`config.mk`:
```
export PLATFORM = sky130hd
export DESIGN_NAME = cfc_cordic
export DESIGN_NICKNAME = d
export VERILOG_FILES = /design/src/hw/rtl/assert_macros.svh /design/src/hw/rtl/cfc_pkg.sv /design/src/hw/rtl/cfc_cordic.sv
export SDC_FILE = /design/constraint.sdc
export NUM_CORES = 2
export LEC_CHECK = 0
export BUFFER_PORTS_ARGS = -buffer_cell sky130_fd_sc_hd__buf_2
export CORE_MARGIN = 5
export CORE_UTILIZATION = 60
export CTS_BUF_LIST = sky130_fd_sc_hd__clkbuf_4 sky130_fd_sc_hd__clkbuf_8
export CTS_CLUSTER_SIZE = 20
export DETAILED_ROUTE_END_ITERATION = 8
export PLACE_DENSITY = 0.88
export SETUP_SLACK_MARGIN = 0.02
export SKIP_LAST_GASP = 1
export SLEW_MARGIN = 40
export SYNTH_ARGS = -nofsm -noshare
export SYNTH_HDL_FRONTEND = slang
export SYNTH_SLANG_ARGS = --single-unit
```
`constraint.sdc`:
```
create_clock -name clk -period 14.3 [get_ports clk]
set_clock_uncertainty 0.05 [all_clocks]
set_input_delay 0 -clock clk [delete_from_list [all_inputs] [get_ports clk]]
set_output_delay 0 -clock clk [all_outputs]
set_load 0.05 [all_outputs]
```
`src/hw/rtl/assert_macros.svh`:
```
`ifndef ASSERT_MACROS_SVH
`define ASSERT_MACROS_SVH

// same-edge implication
`define ASSERT_IMP(lbl, clk, rst, ante, cons) \
  lbl: assert property (@(posedge clk) disable iff (rst) (ante) |-> (cons)) \
    else $error("assertion failed");

// next-edge implication
`define ASSERT_NXT(lbl, clk, rst, ante, cons) \
  lbl: assert property (@(posedge clk) disable iff (rst) (ante) |=> (cons)) \
    else $error("assertion failed");

`endif

```
`src/hw/rtl/cfc_pkg.sv`:
```
`default_nettype none

package cfc_pkg;

  localparam int MAX_WAYPOINTS   = 1024;
  localparam int AW              = $clog2(MAX_WAYPOINTS);
  localparam int NW              = AW + 1;
  localparam int COORD_W         = 32;
  localparam int S_W             = 31;
  localparam int HEAD_W          = 16;
  localparam int KIND_W          = 2;
  localparam int CNT_W           = 11;
  localparam int CFG_IDX_W       = 2;
  localparam int ANGLE_FRAC_BITS = 13;
  localparam int Z_FRAC          = 30;
  localparam int CORDIC_STEPS    = 16;
  localparam int GUARD_BITS      = 8;
  localparam int VW              = 40;   // values into and out of the CORDIC
  localparam int CW              = 48;   // CORDIC datapath
  localparam int ZW              = 36;   // Q6.30 angles
  localparam int SW              = 56;   // arc-length accumulator
  localparam int GAIN_W          = 30;

  localparam logic [KIND_W-1:0] OP_LOAD      = 2'd0;
  localparam logic [KIND_W-1:0] OP_TO_FRENET = 2'd1;
  localparam logic [KIND_W-1:0] OP_TO_CART   = 2'd2;

  localparam logic [CFG_IDX_W-1:0] REG_COUNT    = 2'd0;
  localparam logic [CFG_IDX_W-1:0] REG_CENTER_X = 2'd1;
  localparam logic [CFG_IDX_W-1:0] REG_CENTER_Y = 2'd2;

  localparam logic signed [ZW-1:0]   Q30_PI         = 36'sd3373259426;
  localparam logic signed [ZW-1:0]   Q30_HALF_PI    = 36'sd1686629713;
  localparam logic signed [ZW+1:0]   Q30_QUARTER_PI = 38'sd843314857;
  localparam logic signed [ZW+1:0]   Q30_TWO_PI     = 38'sd6746518852;
  localparam logic signed [VW-1:0]   NEAR_LIMIT     = 40'sd25600000;
  localparam logic signed [COORD_W-1:0] CENTER_X_RESET = 32'sd256000;
  localparam logic signed [COORD_W-1:0] CENTER_Y_RESET = 32'sd512000;
  localparam logic [GAIN_W-1:0]      INV_GAIN       = 30'd652032874;

  typedef struct packed {
    logic                 start;
    logic                 rot;
    logic signed [VW-1:0] a;
    logic signed [VW-1:0] b;
    logic signed [ZW-1:0] z;
  } cordic_req_t;

  typedef struct packed {
    logic                 done;
    logic signed [VW-1:0] ra;
    logic signed [VW-1:0] rb;
    logic signed [ZW-1:0] ang;
  } cordic_res_t;

  function automatic logic signed [ZW-1:0] atan_q30(input logic [4:0] i);
    logic signed [ZW-1:0] v;
    case (i)
      5'd0:    v = 36'sd843314857;
      5'd1:    v = 36'sd497837829;
      5'd2:    v = 36'sd263043837;
      5'd3:    v = 36'sd133525159;
      5'd4:    v = 36'sd67021687;
      5'd5:    v = 36'sd33543516;
      5'd6:    v = 36'sd16775851;
      5'd7:    v = 36'sd8388437;
      5'd8:    v = 36'sd4194283;
      5'd9:    v = 36'sd2097149;
      5'd10:   v = 36'sd1048576;
      5'd11:   v = 36'sd524288;
      5'd12:   v = 36'sd262144;
      5'd13:   v = 36'sd131072;
      5'd14:   v = 36'sd65536;
      5'd15:   v = 36'sd32768;
      5'd16:   v = 36'sd16384;
      5'd17:   v = 36'sd8192;
      5'd18:   v = 36'sd4096;
      5'd19:   v = 36'sd2048;
      5'd20:   v = 36'sd1024;
      5'd21:   v = 36'sd512;
      5'd22:   v = 36'sd256;
      5'd23:   v = 36'sd128;
      default: v = '0;
    endcase
    return v;
  endfunction

endpackage

`default_nettype wire

```
`src/hw/rtl/cfc_cordic.sv`:
```
`default_nettype none

module cfc_cordic (
  input  logic                 clk,
  input  logic                 rst,
  input  cfc_pkg::cordic_req_t req,
  output cfc_pkg::cordic_res_t res
);
  import cfc_pkg::*;

  localparam int IT_W  = $clog2(CORDIC_STEPS);
  localparam int HW    = CW / 2;
  localparam int PW    = HW + GAIN_W;
  localparam int SUM_W = PW + HW;

  localparam logic [1:0] ST_IDLE = 2'd0;
  localparam logic [1:0] ST_ITER = 2'd1;
  localparam logic [1:0] ST_MUL  = 2'd2;

  localparam logic [2:0] PH_XLO = 3'd0;
  localparam logic [2:0] PH_XHI = 3'd1;
  localparam logic [2:0] PH_YLO = 3'd2;
  localparam logic [2:0] PH_YHI = 3'd3;
  localparam logic [2:0] PH_END = 3'd4;

  localparam logic [IT_W-1:0]  IT_LAST = IT_W'(CORDIC_STEPS - 1);
  localparam logic [SUM_W-1:0] RND     = SUM_W'(1) << 21;

  logic [1:0]           st;
  logic                 rot;
  logic signed [CW-1:0] x, y;
  logic signed [ZW-1:0] z;
  logic [IT_W-1:0]      it;
  logic [2:0]           ph;
  logic [PW-1:0]        prod, lo;

  logic signed [CW-1:0] xs, ys, x0, y0, sx, sy;
  logic signed [ZW-1:0] z0, at;
  logic [CW-1:0]        mx, my;
  logic [HW-1:0]        mul_in;
  logic [PW-1:0]        mul_p;
  logic                 cw;

  // drop the gain and guard bits, round half away from zero
  function automatic logic signed [VW-1:0] unscale(input logic [PW-1:0] l,
                                                   input logic [PW-1:0] h,
                                                   input logic neg);
    logic [SUM_W-1:0] sum;
    logic [SUM_W-1:0] r;
    sum = {h, {HW{1'b0}}} + {{HW{1'b0}}, l};
    r = sum >> 16;
    r = r + RND;
    r = r >> 22;
    return neg ? -$signed(r[VW-1:0]) : $signed(r[VW-1:0]);
  endfunction

  assign xs = {{(CW-VW){req.a[VW-1]}}, req.a} <<< GUARD_BITS;
  assign ys = {{(CW-VW){req.b[VW-1]}}, req.b} <<< GUARD_BITS;

  always_comb begin
    x0 = xs;
    y0 = ys;
    z0 = '0;
    if (!req.rot) begin
      if (xs[CW-1]) begin
        x0 = -xs;
        y0 = -ys;
        z0 = ys[CW-1] ? -Q30_PI : Q30_PI;
      end
    end else begin
      z0 = req.z;
      if (req.z > Q30_HALF_PI) begin
        x0 = -xs;
        y0 = -ys;
        z0 = req.z - Q30_PI;
      end else if (req.z < -Q30_HALF_PI) begin
        x0 = -xs;
        y0 = -ys;
        z0 = req.z + Q30_PI;
      end
    end
  end

  assign sx = x >>> it;
  assign sy = y >>> it;
  assign at = atan_q30(5'(it));
  assign cw = rot ? z[ZW-1] : (!y[CW-1] && (y != '0));

  assign mx = x[CW-1] ? $unsigned(-x) : $unsigned(x);
  assign my = y[CW-1] ? $unsigned(-y) : $unsigned(y);

  always_comb begin
    case (ph)
      PH_XLO:  mul_in = mx[HW-1:0];
      PH_XHI:  mul_in = mx[CW-1:HW];
      PH_YLO:  mul_in = my[HW-1:0];
      PH_YHI:  mul_in = my[CW-1:HW];
      default: mul_in = '0;
    endcase
  end

  assign mul_p = {{GAIN_W{1'b0}}, mul_in} * {{HW{1'b0}}, INV_GAIN};

  always_ff @(posedge clk) begin
    if (rst) begin
      st       <= ST_IDLE;
      res.done <= 1'b0;
    end else begin
      res.done <= 1'b0;
      case (st)
        ST_IDLE: begin
          if (req.start) begin
            rot <= req.rot;
            it  <= '0;
            if (!req.rot && (req.a == '0) && (req.b == '0)) begin
              res.ra   <= '0;
              res.rb   <= '0;
              res.ang  <= '0;
              res.done <= 1'b1;
            end else begin
              x  <= x0;
              y  <= y0;
              z  <= z0;
              st <= ST_ITER;
            end
          end
        end
        ST_ITER: begin
          if (cw) begin
            x <= x + sy;
            y <= y - sx;
            z <= z + at;
          end else begin
            x <= x - sy;
            y <= y + sx;
            z <= z - at;
          end
          it <= it + 1'b1;
          if (it == IT_LAST) begin
            ph <= PH_XLO;
            st <= ST_MUL;
          end
        end
        ST_MUL: begin
          case (ph)
            PH_XLO: begin
              prod <= mul_p;
              ph   <= PH_XHI;
            end
            PH_XHI: begin
              lo   <= prod;
              prod <= mul_p;
              ph   <= PH_YLO;
            end
            PH_YLO: begin
              res.ra <= unscale(lo, prod, x[CW-1]);
              prod   <= mul_p;
              ph     <= PH_YHI;
            end
            PH_YHI: begin
              lo   <= prod;
              prod <= mul_p;
              ph   <= PH_END;
            end
            PH_END: begin
              res.rb   <= unscale(lo, prod, y[CW-1]);
              res.ang  <= z;
              res.done <= 1'b1;
              st       <= ST_IDLE;
            end
            default: st <= ST_IDLE;
          endcase
        end
        default: st <= ST_IDLE;
      endcase
    end
  end

endmodule

`default_nettype wire
```
==> summary.txt <==
Place
  • Placer congestion estimate: 1.01
  • Buffers on Ports: 236
  • Post-DP HPWL: 119000 um
  • Placed cells: 6653

Global routing
  • Tot GR Track Use: 0.344
  • Via count of the first global-routing pass: 44100
  • First-pass GRT wire length: 241000 um
  • Gr ovfl total: 0
  • Largest net degree at the start of global routing: 107
  • Antenna violations before repair: 7

Worst setup path
  • Top Family by Delay on Critical Path: simple AND/OR/NAND/NOR gates
  • Crit-path max FO: 7
  • Worst Path Buf+Inv: 5
  • Kind of critical path: flip-flop to flip-flop
  • CP dominant cell by count: fa_1
  • CP arrival: 13.61 ns
  • Worst stage delay on the critical path: 0.62 ns
  • R2r setup slk: 1.05 ns
  • Slowest CP cell: fa_1
  • Critical path launch point type: flip-flop
  • Kind of end point of the critical path: flip-flop
  • CP Data Required Time: 14.67 ns

Clocking
  • Resize count post-CTS: 0
  • Clock sink count: 369
  • Worst skew pair latency: 0.71 ns
  • CTS tree: done
  • Worst-case clock buffer depth: 3
  • TritonCTS buffer count: 68
  • Clock-pin slew on the worst setup and hold paths: 0.06 ns
  • H-tree depth: 3
  • CTS Hold Bufs: 163
  • Clock root cell: clkbuf_8
  • Post-CTS Setup Inserts: 0

Routing
  • Vias/cell: 6.46
  • Drt first pass iters: 9
  • Iteration-0 DRC Markers: 5576
  • Routed vias: 44900
  • Final ANT Viol Nets: 0
  • # DRC: 0
  • Wire per inst: 22.5 um
  • WL final: 156000 um

Floorplanning
  • Core area: 81800 sq um
  • I/O pin total: 237
  • Die area: 88000 sq um
  • Initial Utilization: 0.602
  • Die extent in y: 297 um
  • Die X-Extent: 297 um
  • Rows: 105

Worst hold path
  • Worst Hold Class: input pin to flip-flop

STA
  • Unrepaired setup endpoints after global routing: no
  • Setup_tns: 0 ns
  • Fin crit share: 0.926
  • Min Tclk post-route: 13.25 ns
  • # setup viols final: 0
  • Slew Limit Fails: 0
  • Max Fclk: 75.5 MHz
  • Worst slew margin: 0.365
  • WHS: 0.0816 ns
  • Fin. Hold Viols: 0
  • Worst Tran Pin Value: 0.943 ns

Cells and area
  • Most common cell after layout, fill and taps aside: inv_1
  • Synth-to-layout area growth: 10.5%
  • Most frequent cells in the layout: inv_1 (541), nand2_1 (485), ha_1 (419), a21oi_1 (406), nor2_1 (356)
  • Combined area of the multi-input logic cells: 35700 sq um
  • Layout cells sized above 1: 0.102
  • FILL cells: 6385
  • Final std cells w/o fill: 6946
  • Fin nets: 6653
  • Register area: 10800 sq um

Synth
  • Library cells used by synthesis: 103
  • Avg Cell Area, Syn: 8.90 sq um
  • Area leader, netlist: edfxtp_1
  • Top cell type's share of synthesized area: 0.206
  • Main flop type after synthesis: edfxtp_1
  • Synth warnings: 0
  • FFs w/ async S/R, synth: 0
  • Post-synth EDFFs: 338
  • #FFs+latches synth: 369
  • Seq/Total Area, Yosys: 0.218
  • Dominant cells by area after synthesis: edfxtp_1 (21%), fa_1 (12%), ha_1 (11%), xnor2_1 (5.3%), xor2_1 (4.7%)
  • Post-Syn Nets: 6373
  • Post-Synthesis Cell Area: 49300 sq um
  • Gate Count Post-Synth: 5537

Job
  • Max Cap Viol: 0

Outcome
  • Outcome: complete, no violations
[tightest hold or removal path, cell delays in order]
cell and delay, ns:
buf_2 0.13, inv_1 0.13, xnor2_1 0.14, a21oi_1 0.12, a21oi_1 0.15
[routing by layer]
layer  GRT usage  vias to the layer above  wire length, um
met5           0                        -               13
met3      0.0516                      599            14800
li1            -                    20300                -
met2       0.583                     2660            73600
met4       0.138                        2             7920
met1       0.447                    21400            60000
[cells in the mapped netlist, drive strengths merged (122+ instances only)]
library cell  number
inv              543
a21oi            409
clkbuf           163
o21ai            312
nor3             122
xnor2            301
nor2             358
nand2            485
xor2             268
ha               421
fa               295
edfxtp           338
[area by class of cell]
type,count,area share
Tap cell,1070,0.0246
Clock inverter,40,0.00817
Multi-Input combinational cell,4391,0.655
Timing Repair Buffer,440,0.0582
Clock buffer,80,0.0188
Antenna cell,9,0.000413
Inverter,547,0.0377
Sequential cell,369,0.198
[cell families (layout without fill, tap and decap cells)]
family                     after synthesis  count (layout)  synth area share
adders and majority gates              716             716             0.227
xor gates and xnor gates               569             569             0.101
DFF                                    369             369             0.218
other                                    0               9                 0
AOI/OAI and AO/OA                     1294            1294             0.166
buffers and inverters                  777            1107            0.0607
and+or+nand+nor                       1599            1599             0.159
muxes                                  213             213            0.0676
[metrics by stage]
stage / cell area (sq um) / util / worst slack (ns)
final: 54500 / 0.666 / 1.05
after global routing: 54500 / 0.666 / 0.437
after CTS: 54400 / 0.665 / 1.11
after detailed placement: 51300 / 0.627 / 1.19
after global placement: 51300 / 0.626 / 1.33
after floorplan: 49300 / - / 2.28
[worst paths after layout]
check                                         from                 end  cells after the start
worst min-delay path                       req[10]     z[10]$_DFFE_PP_                      5
worst max register to register  y[6]$_SDFFCE_PN0P_  prod[53]$_DFFE_PP_                     39
worst min register to register  prod[43]$_DFFE_PP_    lo[43]$_DFFE_PP_                      0
worst max-delay path            y[6]$_SDFFCE_PN0P_  prod[53]$_DFFE_PP_                     39
[registers in the layout, summed over array words and instances, names as in the netlist]
| signal | cells |
|---|---|
| z | 36 |
| lo | 29 |
| prod | 53 |
| st | 2 |
| at | 28 |
| x | 48 |
| res | 117 |
| it | 4 |
| y | 48 |
| rot | 1 |
| ph | 3 |
Power is not shown: default switching activity piles up to over one toggle a cycle in this logic, so the estimate is an artifact.
